$ cat src/hlsp_ram.sv
// Generic simple dual-port RAM with one write port and one registered read port.
`default_nettype none

module hlsp_ram #(
  parameter int WIDTH  = 8,
  parameter int DEPTH  = 16,
  parameter int ADDR_W = $clog2(DEPTH)
) (
  input  wire logic              clk_i,
  input  wire logic              we_i,
  input  wire logic [ADDR_W-1:0] waddr_i,
  input  wire logic [WIDTH-1:0]  wdata_i,
  input  wire logic              re_i,
  input  wire logic [ADDR_W-1:0] raddr_i,
  output logic      [WIDTH-1:0]  rdata_o
);

  logic [WIDTH-1:0] mem [DEPTH];
  logic [WIDTH-1:0] rdata_q;

  always_ff @(posedge clk_i) begin
    if (we_i) begin
      mem[waddr_i] <= wdata_i;
    end
    if (re_i) begin
      rdata_q <= mem[raddr_i];
    end
  end

  assign rdata_o = rdata_q;

endmodule

`default_nettype wire

$ cat config.mk
export PLATFORM = sky130hd
export DESIGN_NAME = hlsp_ram
export DESIGN_NICKNAME = d
export VERILOG_FILES = /design/src/hlsp_ram.sv
export SDC_FILE = /design/constraint.sdc
export NUM_CORES = 1
export LEC_CHECK = 0
export BUFFER_PORTS_ARGS = -buffer_cell sky130_fd_sc_hd__buf_2
export CORE_UTILIZATION = 54
export CTS_CLUSTER_SIZE = 16
export DETAILED_ROUTE_END_ITERATION = 8
export PLACE_DENSITY_LB_ADDON = 0.15
export REMOVE_ABC_BUFFERS = 1
export SKIP_CTS_REPAIR_TIMING = 1
export SLEW_MARGIN = 20
export SYNTH_ARGS = -nofsm -noshare
export SYNTH_HDL_FRONTEND = slang
export SYNTH_SLANG_ARGS = --single-unit
$ cat constraint.sdc
create_clock -name clk_i -period 1.6 [get_ports clk_i]
set_input_delay 0.08 -clock clk_i [delete_from_list [all_inputs] [get_ports clk_i]]
set_output_delay 0.08 -clock clk_i [all_outputs]
set_load 0.02 [all_outputs]
# Yosys cells after proc, flatten, opt, wreduce, memory -nomap -nowiden
# Memories as Yosys holds them, arrays and structs flattened. A register that Yosys moved wholly into a read port is not among the register bits.
# Index checks and enable logic that the tools add are counted.
# totals
reg_bits,0
latch_bits,0
mem_bits_rw,128
rom_bits,0
inputBits,19
output_inout_bits,8
wordCells,3
memories,1
# classes
add_sub_neg,0
n_mul,0
div,0
magnitude_cmp,0
eq_ne,0
shift,0
n_mux,2
bitwise,0
reduce_logical,0
# memory_table
name,depth,word_bits,read_ports,rd_clocked_by_memory_dff,wr,line,source
mem,16,8,1,1,1,18,logic [WIDTH-1:0] mem [DEPTH];
# ops
cell,count
$mux 1,2

# Longest topological paths before layout
# logic_depth
ltp_word,2
depth_mapped,5
depth_no_buf,3

# Least setup slack after synthesis
# Ideal clock, no wire load.
# synth_timing
path_kind,input to register
from,input waddr_i[2]
to,memory mem[0][0] (enable)
setup_ps,383
arrival_time_ps,1190
t_required_ps,1217
setup_slack_ps,27
path_stages,2
n_path_buf,0
path_cell_list,or3b_2 -> nor3_1
# synth_lines
item,line,source
from (decl),11,"input wire logic [ADDR_W-1:0] waddr_i,"
to (decl),18,
# Straight into the memory's write port.

==> summary.md <==
| Metric | Value |
|---|---|
| Worst path slowest cell | `sky130_fd_sc_hd__mux4_2` |
| Most frequent cells in the layout | `sky130_fd_sc_hd__edfxtp_1, sky130_fd_sc_hd__buf_2, sky130_fd_sc_hd__mux4_2, sky130_fd_sc_hd__buf_4` |
| Remaining global-route overflow | `0` |
| Leading cell type in the layout, fill and taps excluded | `sky130_fd_sc_hd__edfxtp_1` |
| Worst flop-to-flop path startpoint | `mem[8][6]$_DFFE_PP_` |
| Power, Total | `slightly above 8 mW` |
| Clock buffers created by TritonCTS | `17` |
| DRC violation count after routing | `0` |
| Worst rel slew slack | `about three quarters` |
| Count of antenna diodes in the layout | `0` |
| Width of the die | `100 um` |
| Number of standard cells in the layout, taps in and fillers out | `roughly 440` |
| Routability congestion estimate | `0.716` |
| Vias | `~2.5k` |
| Vias in the first global route | `approximately 2.6k` |
| Ratio of cells with drive above 1 in the final layout | `30.7%` |
| Level count of the clock H-tree | `4` |
| Die area | `between 10000 and 15000 sq um` |
| Global-route wire length before repair | `14500 um` |
| Final antenna-violating net count | `0` |
| Number of max-slew violations in the final report | `0` |
| Sink count of the clock tree | `roughly 140` |
| Startpoint kind of the worst setup timing path | `register` |
| Mean area per synthesized cell | `22.8 sq um` |
| Number of max-capacitance violations reported | `0` |
| Period minus WS final | `between 1500 and 2000 ps` |
| CP required | `around 1900 ps` |
| Tcrit/Tclk final | `a little over nine tenths` |
| Cells along the critical path | `mux4_2 > a22oi_1 > nand2_1` |
| Bufs on Longest Clock Path | `2` |
| RSZ-0062 raised after global routing | `false` |
| Sequential-to-total area share from yosys stat | `between 70% and 80%` |
| Crit path max-delay family | `multiplexers` |
| Area taken by multi-input logic gates | `1060 sq um` |
| Clk pin slew, worst setup/hold paths | `approximately 60 ps` |
| Layout Nets | `313` |
| Core Region | `roughly 9300 sq um` |
| R2R setup slack | `approximately 78 ps` |
| Slowest cell delay on critical path | `470 ps` |
| Pwr dens | `~1300 nW/um^2` |
| End of the worst register-to-register path | `rdata_o[6]$_DFFE_PP_` |
| Clock root buffer | `sky130_fd_sc_hd__clkbuf_8` |
| Clock latency at the later pin of the worst-skew pair | `roughly 520 ps` |
| Count of mapped cells out of synthesis | `229` |
| Count of placed standard cells including taps | `about 400` |
| Data arrival time of the critical path | `between 1500 and 2000 ps` |
| Register bit count reported by yosys | `between 100 and 150` |
| Post-synth design cell area | `~5200 sq um` |
| Vias/cell | `between 5 and 6` |
| Synth warn | `0` |
| Die height | `roughly 100 um` |
| Number of cells traversed by the worst hold path | `3` |
| Number of antenna violations at the first check in global routing | `0` |
| End of the worst hold path | `mem[8][7]$_DFFE_PP_` |
| Signed area change from the synthesized netlist to the final layout | `20.4%` |
| Maximum clock skew at final layout | `between 10 and 15 ps` |
| Buffers & Inverters on Critical Path | `0` |
| Path class of the lowest-slack min-delay path | `in2reg` |
| Category of the worst setup path capture point | `register` |
| Endpoints failing setup | `0` |
| Pin count of the biggest net entering global routing | `33` |
| Distinct cell type count of the synthesized netlist | `18` |
| DRT Wirelength | `~9200 um` |
| Count of input and output buffers | `26` |
| CTS tree | `built` |
| Starting DRT DRC Count | `163` |
| Routed WL per cell | `between 20 and 25 um` |
| Global Route Usage Sum | `21.2%` |
| Worst Tran Pin Value | `392 ps` |
| Detailed Place HPWL | `between 5000 and 6000 um` |
| Row cnt | `35` |
| Final hold violation count | `0` |
| Largest voltage drop on the vdd net | `slightly below 800 uV` |
| Crit Path Max Fanout | `1` |
| Number of cells traversed by the worst register-to-register path | `3` |
| Maximum frequency from static timing analysis | `between 600 and 700 MHz` |
| First-pass iteration count of the detailed router | `4` |
| Origin of the worst min-delay path | `waddr_i[0]` |
| Initial core utilization | `56.0%` |
| I/O pin count | `27` |
| Critical Setup Path Class | `reg2reg` |
| Static leakage | `2.14 nW` |
| Filler Cell Count | `597` |
| Critical Path Start | `mem[8][6]$_DFFE_PP_` |
| Sequential cell area | `between 4000 and 5000 sq um` |
| Worst hold-check slack | `123 ps` |
| Run status | `completed` |
through the flow:
stage / area [sq um] / setup TNS [ps] / setup WS (ps) / utilization (%)
after floorplan: 5140 / 0 / 27.1 / -
after global placement: 5630 / 0 / 2.01 / 60.3
after detailed placement: 5630 / -0.297 / -0.297 / 60.3
after CTS: 6200 / 0 / 92.8 / 66.5
after global routing: 6290 / 0 / 68.6 / 67.5
final: 6290 / 0 / 78.0 / 67.5
worst reg2reg max path: cells and delay by family (launching register included):
| family | cells | cell delay (ps) |
|---|---|---|
| multiplexers | 1 | 470 |
| flip-flops | 1 | 380 |
| AO/OA/AOI/OAI | 1 | 280 |
| AND/OR/NAND/NOR | 1 | 120 |
worst max path at each step:
| stage | to | slack [ps] | depth (start not counted) |
|---|---|---|---|
| floorplan | mem[0][0]$_DFFE_PP_ | 30 | 2 |
| global placement | rdata_o[0]$_DFFE_PP_ | 2 | 5 |
| detailed placement | rdata_o[1]$_DFFE_PP_ | -0.3 | 5 |
| CTS | rdata_o[6]$_DFFE_PP_ | 90 | 3 |
| global route | rdata_o[5]$_DFFE_PP_ | 70 | 3 |
| finish | rdata_o[6]$_DFFE_PP_ | 80 | 3 |
synthesized netlist by cell type:
master,count,share of area (%)
sky130_fd_sc_hd__a22oi_1,16,2.3
sky130_fd_sc_hd__and2_1,1,0.12
sky130_fd_sc_hd__and2b_1,1,0.14
sky130_fd_sc_hd__buf_2,3,0.29
sky130_fd_sc_hd__buf_4,1,0.14
sky130_fd_sc_hd__buf_6,3,0.65
sky130_fd_sc_hd__clkdlybuf4s25_2,3,0.57
sky130_fd_sc_hd__edfxtp_1,136,78
sky130_fd_sc_hd__mux4_1,14,7.0
sky130_fd_sc_hd__mux4_2,18,7.8
sky130_fd_sc_hd__nand2_1,9,0.65
sky130_fd_sc_hd__nand2b_1,2,0.24
sky130_fd_sc_hd__nand3_1,1,0.096
sky130_fd_sc_hd__nand3b_1,2,0.29
sky130_fd_sc_hd__nor2_1,13,0.93
sky130_fd_sc_hd__nor2b_1,1,0.12
sky130_fd_sc_hd__nor3_1,4,0.38
sky130_fd_sc_hd__or3b_2,1,0.17
per-layer routing:
layer | up-vias | global-route usage (%) | part of all wire [%]
li1 | 1114 | - | -
met1 | 1310 | 27.8 | 42
met2 | 72 | 32.9 | 51
met3 | 17 | 7.38 | 5.1
met4 | 0 | 8.92 | 1.7
met5 | - | 0 | 0
cell type report:
| class | count | area share (%) |
|---|---|---|
| multi-input combinational | 83 | 16.8 |
| clock inverter | 13 | 2.49 |
| clock buffer | 18 | 6.64 |
| tap | 129 | 2.57 |
| sequential | 136 | 64.9 |
| timing repair buffer | 56 | 6.60 |
registers in the layout (all words and copies together), names as in the netlist:
| signal | flops |
|---|---|
| mem | 128 |
| rdata_o | 8 |
cells by family after synthesis:
logic type / Yosys count / synth area share (%)
AO/OA/AOI/OAI: 16 / 2.30
buffers and inverters: 10 / 1.65
flip-flops: 136 / 78.1
multiplexers: 32 / 14.8
AND/OR/NAND/NOR: 35 / 3.14
report_power, final:
group / total, mW / switching [mW] / internal (mW)
combinational: 0.403 / 0.225 / 0.178
clock: 3.71 / 1.37 / 2.35
sequential: 4.04 / 0.0204 / 4.02
total: 8.15 / 1.61 / 6.54
Note: power is estimated with default switching activity, not from simulation.
